[config.mk]
export PLATFORM = sky130hd
export DESIGN_NAME = spi_adc_channel_scanner_core
export DESIGN_NICKNAME = d
export VERILOG_FILES = /design/src/sv/scn_pkg.sv /design/src/sv/scn_cfg.sv /design/src/sv/scn_seq.sv /design/src/sv/spi_adc_channel_scanner_core.sv
export VERILOG_INCLUDE_DIRS = /design/src /design/src/sv
export SDC_FILE = /design/constraint.sdc
export NUM_CORES = 1
export LEC_CHECK = 0
export BUFFER_PORTS_ARGS = -buffer_cell sky130_fd_sc_hd__buf_2
export CAP_MARGIN = 20
export CORE_ASPECT_RATIO = 1.25
export CORE_MARGIN = 8
export CORE_UTILIZATION = 51
export DETAILED_ROUTE_END_ITERATION = 7
export PLACE_DENSITY_LB_ADDON = 0.05
export SETUP_SLACK_MARGIN = 0.2
export SLEW_MARGIN = 15
export SYNTH_ARGS = -nofsm -noshare
export SYNTH_HDL_FRONTEND = slang
export SYNTH_SLANG_ARGS = --single-unit
[constraint.sdc]
create_clock -name clk -period 8.1 [get_ports clk]
set_input_delay 0.405 -clock clk [delete_from_list [all_inputs] [get_ports clk]]
set_output_delay 0.405 -clock clk [all_outputs]
set_load 0.03 [all_outputs]
[src/sv/spi_adc_channel_scanner_core_defines.svh]
// Assertion macros used by the scanner top level.
`ifndef SPI_ADC_CHANNEL_SCANNER_CORE_DEFINES_SVH
`define SPI_ADC_CHANNEL_SCANNER_CORE_DEFINES_SVH

// Same-cycle implication, disabled while reset is asserted.
`define SCN_ASSERT_IMPLY(label, clk, rst_n, ante, cons, msg) \
    label: assert property (@(posedge clk) disable iff (!rst_n) (ante) |-> (cons)) \
        else $error(msg);

// Next-cycle implication, disabled while reset is asserted.
`define SCN_ASSERT_NEXT(label, clk, rst_n, ante, cons, msg) \
    label: assert property (@(posedge clk) disable iff (!rst_n) (ante) |=> (cons)) \
        else $error(msg);

`endif

[src/sv/scn_pkg.sv]
// Types and constants shared by the serial converter channel scanner.
package scn_pkg;

    // Sequencing constants.
    localparam int CHANNELS        = 4;
    localparam int CMD_BITS        = 8;
    localparam int DATA_START      = 12;
    localparam int CLOCKS_PER_READ = 24;
    localparam int DATA_BITS       = 12;

    // Field widths.
    localparam int CH_W      = 2;
    localparam int CMD_W     = 8;
    localparam int RAW_W     = 12;
    localparam int SCALE_W   = 32;
    localparam int SCALED_W  = 44;
    localparam int MAP_W     = 4;
    localparam int NUM_CMD   = 4;
    localparam int CFG_IDX_W = 3;
    localparam int CFG_DAT_W = 32;
    localparam int CNT_W     = $clog2(CLOCKS_PER_READ + 1);

    // Reset values.
    localparam logic [MAP_W-1:0]     CHIP_MAP_RESET = MAP_W'(12);
    localparam logic [DATA_BITS-1:0] MASK_INIT      = DATA_BITS'(1) << (DATA_BITS - 1);

    // Configuration register indexes.
    typedef enum logic [CFG_IDX_W-1:0] {
        REG_LSB_SCALE   = 3'd0,
        REG_CHIP_MAP    = 3'd1,
        REG_COMMAND_CH0 = 3'd2,
        REG_COMMAND_CH1 = 3'd3,
        REG_COMMAND_CH2 = 3'd4,
        REG_COMMAND_CH3 = 3'd5
    } cfg_reg_t;

    // Sequencer phases, one-hot.
    typedef enum logic [5:0] {
        PH_START   = 6'b000001,
        PH_SELECT  = 6'b000010,
        PH_CLOCK   = 6'b000100,
        PH_RELEASE = 6'b001000,
        PH_REPORT  = 6'b010000,
        PH_ADVANCE = 6'b100000
    } phase_t;

    // Configuration as seen by the sequencer and the scaler.
    typedef struct packed {
        logic [SCALE_W-1:0]            lsb_scale;
        logic [MAP_W-1:0]              chip_map;
        logic [NUM_CMD-1:0][CMD_W-1:0] command;
    } cfg_t;

    // Outcome of one sequencer tick, before scaling.
    typedef struct packed {
        logic             chip0_select_n;
        logic             chip1_select_n;
        logic             mosi_level;
        logic             clock_pulse;
        logic             reading_valid;
        logic [CH_W-1:0]  channel_index;
        logic [RAW_W-1:0] raw_reading;
    } tick_t;

endpackage

[src/sv/scn_cfg.sv]
// Configuration register file of the scanner.
module scn_cfg (
    input  logic                             clk,
    input  logic                             rst_n,
    input  logic                             cfg_we,
    input  logic [scn_pkg::CFG_IDX_W-1:0]    cfg_index,
    input  logic [scn_pkg::CFG_DAT_W-1:0]    cfg_data,
    output scn_pkg::cfg_t                    cfg
);
    import scn_pkg::*;

    cfg_t cfg_reg;
    cfg_t cfg_next;

    // Decode the write; indexes beyond the list change nothing.
    always_comb
    begin
        cfg_next = cfg_reg;
        if (cfg_we)
        begin
            case (cfg_reg_t'(cfg_index))
                REG_LSB_SCALE:   cfg_next.lsb_scale  = cfg_data[SCALE_W-1:0];
                REG_CHIP_MAP:    cfg_next.chip_map   = cfg_data[MAP_W-1:0];
                REG_COMMAND_CH0: cfg_next.command[0] = cfg_data[CMD_W-1:0];
                REG_COMMAND_CH1: cfg_next.command[1] = cfg_data[CMD_W-1:0];
                REG_COMMAND_CH2: cfg_next.command[2] = cfg_data[CMD_W-1:0];
                REG_COMMAND_CH3: cfg_next.command[3] = cfg_data[CMD_W-1:0];
                default:         cfg_next = cfg_reg;
            endcase
        end
    end

    // Register bank with its reset values.
    always_ff @(posedge clk or negedge rst_n)
    begin
        if (!rst_n)
        begin
            cfg_reg.lsb_scale <= '0;
            cfg_reg.chip_map  <= CHIP_MAP_RESET;
            cfg_reg.command   <= '0;
        end
        else
        begin
            cfg_reg <= cfg_next;
        end
    end

    assign cfg = cfg_reg;

endmodule

[src/sv/scn_seq.sv]
// Round-robin serial read sequencer: takes one step per tick; the clock phase repeats until the read is done.
module scn_seq (
    input  logic           clk,
    input  logic           rst_n,
    input  logic           step,
    input  logic           miso,
    input  scn_pkg::cfg_t  cfg,
    output scn_pkg::tick_t tick
);
    import scn_pkg::*;

    phase_t               phase_reg,   phase_next;
    logic [CNT_W-1:0]     bit_cnt_reg, bit_cnt_next;
    logic [CMD_W-1:0]     cmd_sh_reg,  cmd_sh_next;
    logic [DATA_BITS-1:0] acc_reg,     acc_next;
    logic [DATA_BITS-1:0] mask_reg,    mask_next;
    logic [CH_W-1:0]      chan_reg,    chan_next;
    logic [1:0]           sel_reg,     sel_next;
    logic                 chip_reg,    chip_next;
    logic [CNT_W-1:0]     bit_cnt_inc;

    assign bit_cnt_inc = bit_cnt_reg + CNT_W'(1);

    // Next state and the outputs of this tick.
    always_comb
    begin
        phase_next   = phase_reg;
        bit_cnt_next = bit_cnt_reg;
        cmd_sh_next  = cmd_sh_reg;
        acc_next     = acc_reg;
        mask_next    = mask_reg;
        chan_next    = chan_reg;
        sel_next     = sel_reg;
        chip_next    = chip_reg;

        tick.mosi_level    = 1'b0;
        tick.clock_pulse   = 1'b0;
        tick.reading_valid = 1'b0;
        tick.channel_index = '0;
        tick.raw_reading   = '0;

        case (phase_reg)
            PH_SELECT:
            begin
                sel_next   = chip_reg ? (sel_reg & 2'b01) : (sel_reg & 2'b10);
                phase_next = PH_CLOCK;
            end
            PH_CLOCK:
            begin
                tick.clock_pulse = 1'b1;
                if (int'(bit_cnt_reg) < CMD_BITS)
                begin
                    tick.mosi_level = cmd_sh_reg[CMD_W-1];
                    cmd_sh_next     = cmd_sh_reg << 1;
                end
                // Bits are disjoint, so adding the mask is an OR.
                if (int'(bit_cnt_reg) >= DATA_START)
                begin
                    if (miso)
                    begin
                        acc_next = acc_reg | mask_reg;
                    end
                    mask_next = mask_reg >> 1;
                end
                bit_cnt_next = bit_cnt_inc;
                if (bit_cnt_inc >= CNT_W'(CLOCKS_PER_READ))
                begin
                    phase_next = PH_RELEASE;
                end
            end
            PH_RELEASE:
            begin
                sel_next   = 2'b11;
                phase_next = PH_REPORT;
            end
            PH_REPORT:
            begin
                tick.reading_valid = 1'b1;
                tick.channel_index = chan_reg;
                tick.raw_reading   = RAW_W'(acc_reg);
                phase_next         = PH_ADVANCE;
            end
            PH_ADVANCE:
            begin
                chan_next = chan_reg + CH_W'(1);
                if (int'(chan_next) >= CHANNELS)
                begin
                    chan_next = '0;
                end
                phase_next = PH_START;
            end
            default:
            begin
                // Start tick, and any unused code: latch command and chip.
                cmd_sh_next  = cfg.command[chan_reg];
                chip_next    = cfg.chip_map[chan_reg];
                acc_next     = '0;
                mask_next    = MASK_INIT;
                bit_cnt_next = '0;
                phase_next   = PH_SELECT;
            end
        endcase

        tick.chip0_select_n = sel_next[0];
        tick.chip1_select_n = sel_next[1];
    end

    // Sequencer state, updated once per transaction.
    always_ff @(posedge clk or negedge rst_n)
    begin
        if (!rst_n)
        begin
            phase_reg   <= PH_START;
            bit_cnt_reg <= '0;
            cmd_sh_reg  <= '0;
            acc_reg     <= '0;
            mask_reg    <= MASK_INIT;
            chan_reg    <= '0;
            sel_reg     <= 2'b11;
            chip_reg    <= 1'b0;
        end
        else if (step)
        begin
            phase_reg   <= phase_next;
            bit_cnt_reg <= bit_cnt_next;
            cmd_sh_reg  <= cmd_sh_next;
            acc_reg     <= acc_next;
            mask_reg    <= mask_next;
            chan_reg    <= chan_next;
            sel_reg     <= sel_next;
            chip_reg    <= chip_next;
        end
    end

endmodule

[src/sv/spi_adc_channel_scanner_core.sv]
// Top level of the serial converter channel scanner.
//
//  Channel  Direction  Handshake           Payload
//  in       input      in_valid/in_stall   miso_level
//  out      output     out_valid/out_stall chip selects, mosi, pulse, reading
//  cfg      input      cfg_we              cfg_index, cfg_data
//
// Each tick passes through an input register, then through the sequencer
// step and the 12x32 scaling multiply into the output register.
// A new transaction is accepted every cycle while the output is taken.
// Reset puts the sequencer at the start tick of channel zero, both selects high.
// A stalled output holds; one more input transaction is buffered behind it.
module spi_adc_channel_scanner_core (
    input  logic                              clk,
    input  logic                              rst_n,
    input  logic                              in_valid,
    output logic                              in_stall,
    input  logic                              miso_level,
    output logic                              out_valid,
    input  logic                              out_stall,
    output logic                              chip0_select_n,
    output logic                              chip1_select_n,
    output logic                              mosi_level,
    output logic                              clock_pulse,
    output logic                              reading_valid,
    output logic [scn_pkg::CH_W-1:0]          channel_index,
    output logic [scn_pkg::RAW_W-1:0]         raw_reading,
    output logic [scn_pkg::SCALED_W-1:0]      scaled_reading,
    input  logic                              cfg_we,
    input  logic [scn_pkg::CFG_IDX_W-1:0]     cfg_index,
    input  logic [scn_pkg::CFG_DAT_W-1:0]     cfg_data
);
    import scn_pkg::*;
    `include "spi_adc_channel_scanner_core_defines.svh"

    cfg_t                cfg;
    tick_t               tick;
    logic                s1_valid_reg, s1_valid_next;
    logic                s1_miso_reg;
    logic                s1_adv;
    logic                in_acc;
    logic                out_valid_reg, out_valid_next;
    tick_t               out_tick_reg;
    logic [SCALED_W-1:0] scaled_next;
    logic [SCALED_W-1:0] scaled_reg;

    // Configuration registers.
    scn_cfg u_cfg (
        .clk       (clk),
        .rst_n     (rst_n),
        .cfg_we    (cfg_we),
        .cfg_index (cfg_index),
        .cfg_data  (cfg_data),
        .cfg       (cfg)
    );

    // Stage one moves on when the output register is free or being taken.
    assign s1_adv   = s1_valid_reg && (!out_valid_reg || !out_stall);
    assign in_stall = s1_valid_reg && !s1_adv;
    assign in_acc   = in_valid && !in_stall;

    // Sequencer, stepped once per tick leaving stage one.
    scn_seq u_seq (
        .clk   (clk),
        .rst_n (rst_n),
        .step  (s1_adv),
        .miso  (s1_miso_reg),
        .cfg   (cfg),
        .tick  (tick)
    );

    // Scale the reading; raw is zero on ticks without a report.
    assign scaled_next = SCALED_W'(tick.raw_reading) * SCALED_W'(cfg.lsb_scale);

    // Valid bits of both stages.
    always_comb
    begin
        s1_valid_next = in_acc || (s1_valid_reg && !s1_adv);
        out_valid_next = s1_adv || (out_valid_reg && out_stall);
    end

    always_ff @(posedge clk or negedge rst_n)
    begin
        if (!rst_n)
        begin
            s1_valid_reg  <= 1'b0;
            out_valid_reg <= 1'b0;
        end
        else
        begin
            s1_valid_reg  <= s1_valid_next;
            out_valid_reg <= out_valid_next;
        end
    end

    // Payload registers.
    always_ff @(posedge clk)
    begin
        if (in_acc)
        begin
            s1_miso_reg <= miso_level;
        end
        if (s1_adv)
        begin
            out_tick_reg <= tick;
            scaled_reg   <= scaled_next;
        end
    end

    assign out_valid      = out_valid_reg;
    assign chip0_select_n = out_tick_reg.chip0_select_n;
    assign chip1_select_n = out_tick_reg.chip1_select_n;
    assign mosi_level     = out_tick_reg.mosi_level;
    assign clock_pulse    = out_tick_reg.clock_pulse;
    assign reading_valid  = out_tick_reg.reading_valid;
    assign channel_index  = out_tick_reg.channel_index;
    assign raw_reading    = out_tick_reg.raw_reading;
    assign scaled_reading = scaled_reg;

    // A clock pulse goes out with exactly one chip selected.
    `SCN_ASSERT_IMPLY(a_pulse_one_select, clk, rst_n, out_valid_reg && out_tick_reg.clock_pulse, out_tick_reg.chip0_select_n != out_tick_reg.chip1_select_n, "clock pulse without a single select")
    // A reading is reported with both selects released.
    `SCN_ASSERT_IMPLY(a_report_released, clk, rst_n, out_valid_reg && out_tick_reg.reading_valid, out_tick_reg.chip0_select_n && out_tick_reg.chip1_select_n, "reading reported while selected")
    // A tick leaving stage one shows up at the output next cycle.
    `SCN_ASSERT_NEXT(a_stage_to_output, clk, rst_n, s1_adv, out_valid_reg, "stage one tick lost")
    // Input is held off only when stage one is occupied.
    `SCN_ASSERT_IMPLY(a_stall_when_full, clk, rst_n, in_stall, s1_valid_reg, "stall with empty stage one")

endmodule

# ---- Word level (Yosys, flattened, before mapping)
# Index checks and enable logic that the tools add are counted.
dict set report op_classes {
  add_sub_neg 2
  mul 1
  magnitude_cmp 4
  n_eq_ne 14
  n_mux 18
  bitwise_logic 3
  n_reduce_logical 28
}
# cell n
set ops {}
lappend ops {{one-hot mux 12 bit (2 select lines)} 2}
lappend ops {{multiplier 12 x 32 -> 44 bit} 1}
lappend ops {{two-way mux 12 bit} 3}
lappend ops {{one-hot mux 6 bit (5 select lines)} 1}
lappend ops {{AND reduction 2 bit} 11}
lappend ops {{binary-select mux 8 bit (select 2 bit)} 1}
lappend ops {{two-way mux 8 bit} 2}
lappend ops {{one-hot mux 8 bit (2 select lines)} 1}
lappend ops {{two-way mux 15 bit} 1}
lappend ops {{OR 12 bit} 1}
lappend ops {{one-hot mux 5 bit (2 select lines)} 1}
lappend ops {{== test 3 x 2 -> 1 bit (second input constant)} 2}
lappend ops {{== test 3 bit (second input constant)} 2}
lappend ops {{== test 6 x 2 -> 1 bit (second input constant)} 1}
lappend ops {{== test 6 x 3 -> 1 bit (second input constant)} 1}
lappend ops {{== test 6 x 4 -> 1 bit (second input constant)} 1}
lappend ops {{== test 6 x 5 -> 1 bit (second input constant)} 1}
lappend ops {{== test 6 bit (second input constant)} 1}
lappend ops {{two-way mux 6 bit} 1}
lappend ops {{!= test 2 x 1 -> 1 bit (second input constant)} 3}
lappend ops {{AND reduction 3 bit} 2}
lappend ops {{adder 5 x 1 -> 5 bit (second input constant)} 1}
lappend ops {{>= comparator 5 x 4 -> 1 bit (second input constant)} 1}
lappend ops {{>= comparator 5 bit (second input constant)} 1}
lappend ops {{17 further kinds} 27}
dict set report word_totals {
  ff_bits 182
  input_bits 41
  out_inout_bits 65
  word_cells 95
}

# ---- Longest topological paths before layout
dict set report depth {
  word_depth 8
  depth_mapped 26
  depth_no_buf 24
}

# ---- Hierarchy
# Synthesis repeated with hierarchy kept, for this count alone.
dict set report hier_totals {
  hier_cells 1878
  hier_area_um2 18971.9
}
# mod n_inst cells_per_inst area_each_um2 seq_area_each_um2
set by_module_without_submodules {}
lappend by_module_without_submodules {spi_adc_channel_scanner_core 1 1479 13852.0 1971.9}
lappend by_module_without_submodules {scn_cfg 1 147 2600.0 1704.1}
lappend by_module_without_submodules {scn_seq 1 252 2519.9 1206.2}

# ---- Worst setup path after synthesis
# Ideal clock, no wire load.
dict set report synth_path {
  kind {register to register}
  startpoint {reg u_seq.phase_reg[3]}
  endpoint {reg scaled_reg[29] (netlist: scaled_reading[29]) (data pin)}
  setup_ns 0.263
  t_arrival_ns 6.036
  required_ns 7.837
  slack_ns 1.800
  stages_incl_launch_ff 25
  n_path_buf 2
  period_less_slack_ns 6.300
  cell_sequence {dfrtp_1 -> nor2_1 -> nand2_1 -> nor2_1 -> clkbuf_1 -> and2_1 -> clkbuf_1 -> nand2_1 -> fa_1 -> fa_1 -> fa_1 -> inv_1 -> fa_1 -> inv_1 -> fa_1 -> inv_1 -> ha_1 -> a21oi_1 -> o21ai_0 -> a211o_1 -> a21oi_2 -> o21ai_1 -> a221o_1 -> a311oi_1 -> xnor2_1}
}
dict set report synth_between {
  elab_chain_cells 3
}
# element line_no
set synth_lines {}
lappend synth_lines {{from (decl)} scn_seq.sv:12} ;# phase_t phase_reg, phase_next;
lappend synth_lines {{from (signal assigned)} scn_seq.sv:124} ;# phase_reg <= phase_next;
lappend synth_lines {{== test 6 x 5 -> 1 bit} scn_seq.sv:42} ;# case (phase_reg)
lappend synth_lines {{two-way mux 15 bit} scn_seq.sv:42}
lappend synth_lines {{multiplier 12 x 32 -> 44 bit} spi_adc_channel_scanner_core.sv:73} ;# assign scaled_next = SCALED_W'(tick.raw_reading) * SCALED_W'(cfg.lsb_scale);
lappend synth_lines {{named net scaled_next[29]} spi_adc_channel_scanner_core.sv:44} ;# logic [SCALED_W-1:0] scaled_next;
lappend synth_lines {{to (signal assigned)} spi_adc_channel_scanner_core.sv:106} ;# scaled_reg <= scaled_next;
lappend synth_lines {{to (decl)} spi_adc_channel_scanner_core.sv:45} ;# logic [SCALED_W-1:0] scaled_reg;
# The timed path passes the listed nets, and every way through them passes these cells.
# A chain may end at the register's enable or synchronous reset.

# ---- Worst setup path in the final report
dict set report layout_path {
  startpoint {reg u_seq.phase_reg[3]}
  endpoint {reg scaled_reg[40] (netlist: scaled_reading[40]) (data pin)}
}
# The elaborated chain is that of the path after synthesis.

==> out/results.tsv <==
stage	metric	value	unit
sta	fin_crit	7.49	ns
layout	nFillCells	3291	
sta	hold_viol	0	
global_route	grtUsageMet1	27.6	%
layout	syn2layout_area_growth	8.25	%
drt	antenna_left	0	
clock_tree	cts_buffer_depth	2	
power	switching_power	932	µW
drt	finalWirelength	46.3	mm
die	ios	106	
clock_tree	cts_tree	built	
placed_design	dp_hpwl	35.7	mm
clock_tree	cts_sinks	182	
synthesis	synth_seq_area_share	26.0	%
power	seqPwrFrac	50.5	%
worst_setup_path	crit_required	8.31	ns
worst_setup_path	crit_arrival	7.71	ns
power	pwr-share-clk	33.7	%
global_route	gr-usage-met2	38.7	%
power	power_density	129	nW/µm²
sta	rsz0062_at_grt	no	
layout	drive_gt1_share	13.7	%
synthesis	synth.avg_cell_area	9.93	µm²
layout	finalInstanceArea	20300	µm²
layout	nNetsFinal	2354	
layout	multiInputGateArea	12300	µm²
synthesis	synthAdderAreaFrac	37.6	%
power	sw_frac_of_total	35.6	%
clock_tree	ctsRootBufferMaster	clkbuf_16	
global_route	grt.busiest_layer	met2	
sta	setup_ws	0.607	ns
power	p_leak	10.3	nW
power	p_comb_share	15.8	%
layout	largest_reg_flops	68	
sta	final-max-slew-violation-count	0	
worst_setup_path	path_max_fanout	53	
placed_design	routabilityCongestion	0.839	
sta	tightestPinTransition	0.954	ns
power	ir_drop	0.180	mV
clock_tree	clk_latency	0.47	ns
global_route	antenna_found_initial	0	
synthesis	synth_area	18800	µm²
worst_setup_path	endpoint_kind	register	
synthesis	synth.distinct_cells	61	
die	rows	78	
synthesis	synth_xor_area_share	1.82	%
synthesis	yosysMostFrequentCell	nand2_1	
sta	max-slew-margin-rel	36.2	%
placed_design	pre_cts_slack	0.739	ns
drt	dr.pass1.iters	5	
synthesis	synthTopCellsByCount	nand2_1, inv_1, fa_1	
drt	wire_per_inst	19.1	µm
global_route	grt_max_degree	67	
global_route	grtUsageTotal	22.3	%
placed_design	place_area	19700	µm²
clock_tree	path_clk_slew	0.08	ns
synthesis	synth.area.mux_share	5.58	%
die	die_x	188	µm
drt	drt_iter0_markers	765	
layout	antenna_cells_inserted	0	
synthesis	synth_ff_type	dfrtp_1	
global_route	grt_pass1_wl	76.2	mm
synthesis	ys_ff_latch	182	
drt	vias	13200	
synthesis	synth_top_family_by_area	adder cells	
sta	max_clock_freq	133	MHz
placed_design	port_buffers	105	
synthesis	yosysTopAreaCellShare	32.0	%
global_route	gr-total-overflow	0	
sta	fin_skew	0.0169	ns
sta	fin_hold_ws	0.116	ns
flow_run	max_cap_violations	0	
drt	drc	0	
synthesis	yosysWarnings	0	
die	die-area	43200	µm²
synthesis	synth_edf_count	64	
synthesis	yosys.area.top_type	fa_1	
die	core_area	36300	µm²
die	die_y	230	µm
die	start_util	51.7	%
clock_tree	cts_resized	0	
worst_setup_path	startpoint_type	register	
global_route	grt_pass1_vias	14400	
synthesis	synth_top_cells_by_area	fa_1, dfrtp_1, edfxtp_1	
power	power.internal	1.69	mW
synthesis	synth_compound_area_share	5.87	%
worst_setup_path	rr_worst_depth	23	
sta	fin_setup_tns	0	ns
drt	drt-vias-per-instance	5.47	
clock_tree	numCtsBuffers	17	
worst_setup_path	crit_type	reg2reg	
synthesis	synth_fp_nets	2313	
global_route	use_met3	3.71	%
clock_tree	htree_levels	4	
outcome	outcome	finished clean	
min_path	min_path_type	in2reg	
synthesis	synthCells	1888	
min_path	min_path_cells	1	
synthesis	synthSimpleGateAreaFrac	14.6	%
synthesis	ys_async_sr_fraction	64.8	%
sta	fin_crit_sh	92.5	%
layout	register_area	4880	µm²
sta	finalSetupViolations	0	
[timing repair]
item / CTS / global route
hold buffers: 1 / 0
setup endpoints to repair: 0 / 1
buffers inserted: 0 / 0
hold endpoints to repair: 50 / 0
[area by class of cell]
type | count | share of cell area, %
Clock inverter | 14 | 0.850
Sequential cell | 182 | 24.0
Timing Repair Buffer | 131 | 3.57
Tap cell | 480 | 2.96
Inverter | 314 | 5.81
Multi-Input combinational cell | 1283 | 60.5
Clock buffer | 18 | 2.22
[path summary, 6_finish.rpt]
kind,start,endpoint,slack [ns]
min in group asynchronous,rst_n,u_cfg.cfg[11]$_DFFE_PN0P_,0.50
worst min register to register,u_seq.sel_reg[1]$_DFFE_PN1P_,u_seq.sel_reg[1]$_DFFE_PN1P_,0.47
worst max register to register,u_seq.phase_reg[3]$_DFFE_PN0P_,scaled_reading[40]$_DFFE_PP_,0.61
worst min-delay path,miso_level,s1_miso_reg$_DFFE_PP_,0.12
max in group asynchronous,rst_n,u_cfg.cfg[49]$_DFFE_PN0P_,6.21
worst max-delay path,u_seq.phase_reg[3]$_DFFE_PN0P_,scaled_reading[40]$_DFFE_PP_,0.61
[metrics by stage]
stage          utilization, %  cells  total power, mW
6_report                 55.9   2422             2.62
4_1_cts                  55.9   2422             2.65
5_1_grt                  55.9   2422             2.74
2_1_floorplan               -   1888             1.55
3_5_place_dp             54.2   2389             1.76
3_3_place_gp             54.2   2389             1.75
[cells in the final DEF (no fill, tap or decap), types with 3 or more instances in the layout]
cell type | synthesis | layout
mux4_2 | 9 | 9
buf_4 | 0 | 26
nand3_1 | 11 | 11
inv_1 | 313 | 313
a21oi_1 | 66 | 66
dfstp_2 | 6 | 6
o21a_1 | 4 | 4
nor3_1 | 6 | 5
clkbuf_16 | 0 | 18
nand4b_1 | 3 | 3
clkinv_2 | 0 | 3
a21o_1 | 20 | 20
o21ai_0 | 37 | 37
edfxtp_1 | 64 | 64
buf_2 | 5 | 104
o21bai_1 | 5 | 5
and2_1 | 18 | 18
dfrtp_1 | 112 | 112
fa_1 | 300 | 300
xor2_1 | 12 | 12
clkinv_8 | 0 | 4
a31oi_1 | 10 | 10
nor2_1 | 55 | 54
nand2b_1 | 7 | 7
ha_1 | 84 | 84
o21ai_1 | 6 | 6
and3_1 | 112 | 112
inv_12 | 0 | 3
xnor2_1 | 27 | 27
nand4_1 | 10 | 10
mux2_2 | 75 | 75
nand2_1 | 361 | 361
o31a_1 | 3 | 3
nor2b_1 | 6 | 6
[power groups by stage]
stage	sequential, mW	combinational [mW]	clock (mW)
floorplan	1.23	0.320	0
global placement	1.34	0.410	0
detailed placement	1.34	0.418	0
CTS	1.32	0.418	0.905
global route	1.35	0.454	0.933
finish	1.32	0.414	0.884
[critical path, cell delays in order, from the launching register on]
cell and delay [ns]:
dfrtp_1 0.41, nor2_1 0.16, nand2_1 0.13, nor2_4 0.39
buf_4 0.26, buf_4 0.38, and2_1 0.36, nand2_1 0.12
fa_1 0.68, fa_1 0.45, inv_1 0.09, fa_1 0.42
fa_1 0.52, fa_1 0.42, ha_1 0.36, a21o_1 0.21
a21o_1 0.19, a21oi_1 0.28, a211oi_1 0.13, buf_4 0.17
o21ai_1 0.46, nand2_1 0.17, a221oi_1 0.34, xnor2_1 0.11
[kinds of logic (layout without fill, tap and decap cells)]
| group | Yosys count | after routing |
|---|---|---|
| xor gates and xnor gates | 39 | 39 |
| AOI/OAI and AO/OA | 175 | 175 |
| adders and majority gates | 384 | 384 |
| DFF | 182 | 182 |
| buffers and inverters | 423 | 477 |
| and+or+nand+nor | 601 | 601 |
| muxes | 84 | 84 |
[layer usage]
layer	vias to the layer above	part of all wire [%]
met3	65	5.3
met5	-	0
met1	6778	41
met2	368	51
li1	6027	-
met4	0	2.8
Power figures use the tool's default switching activity.
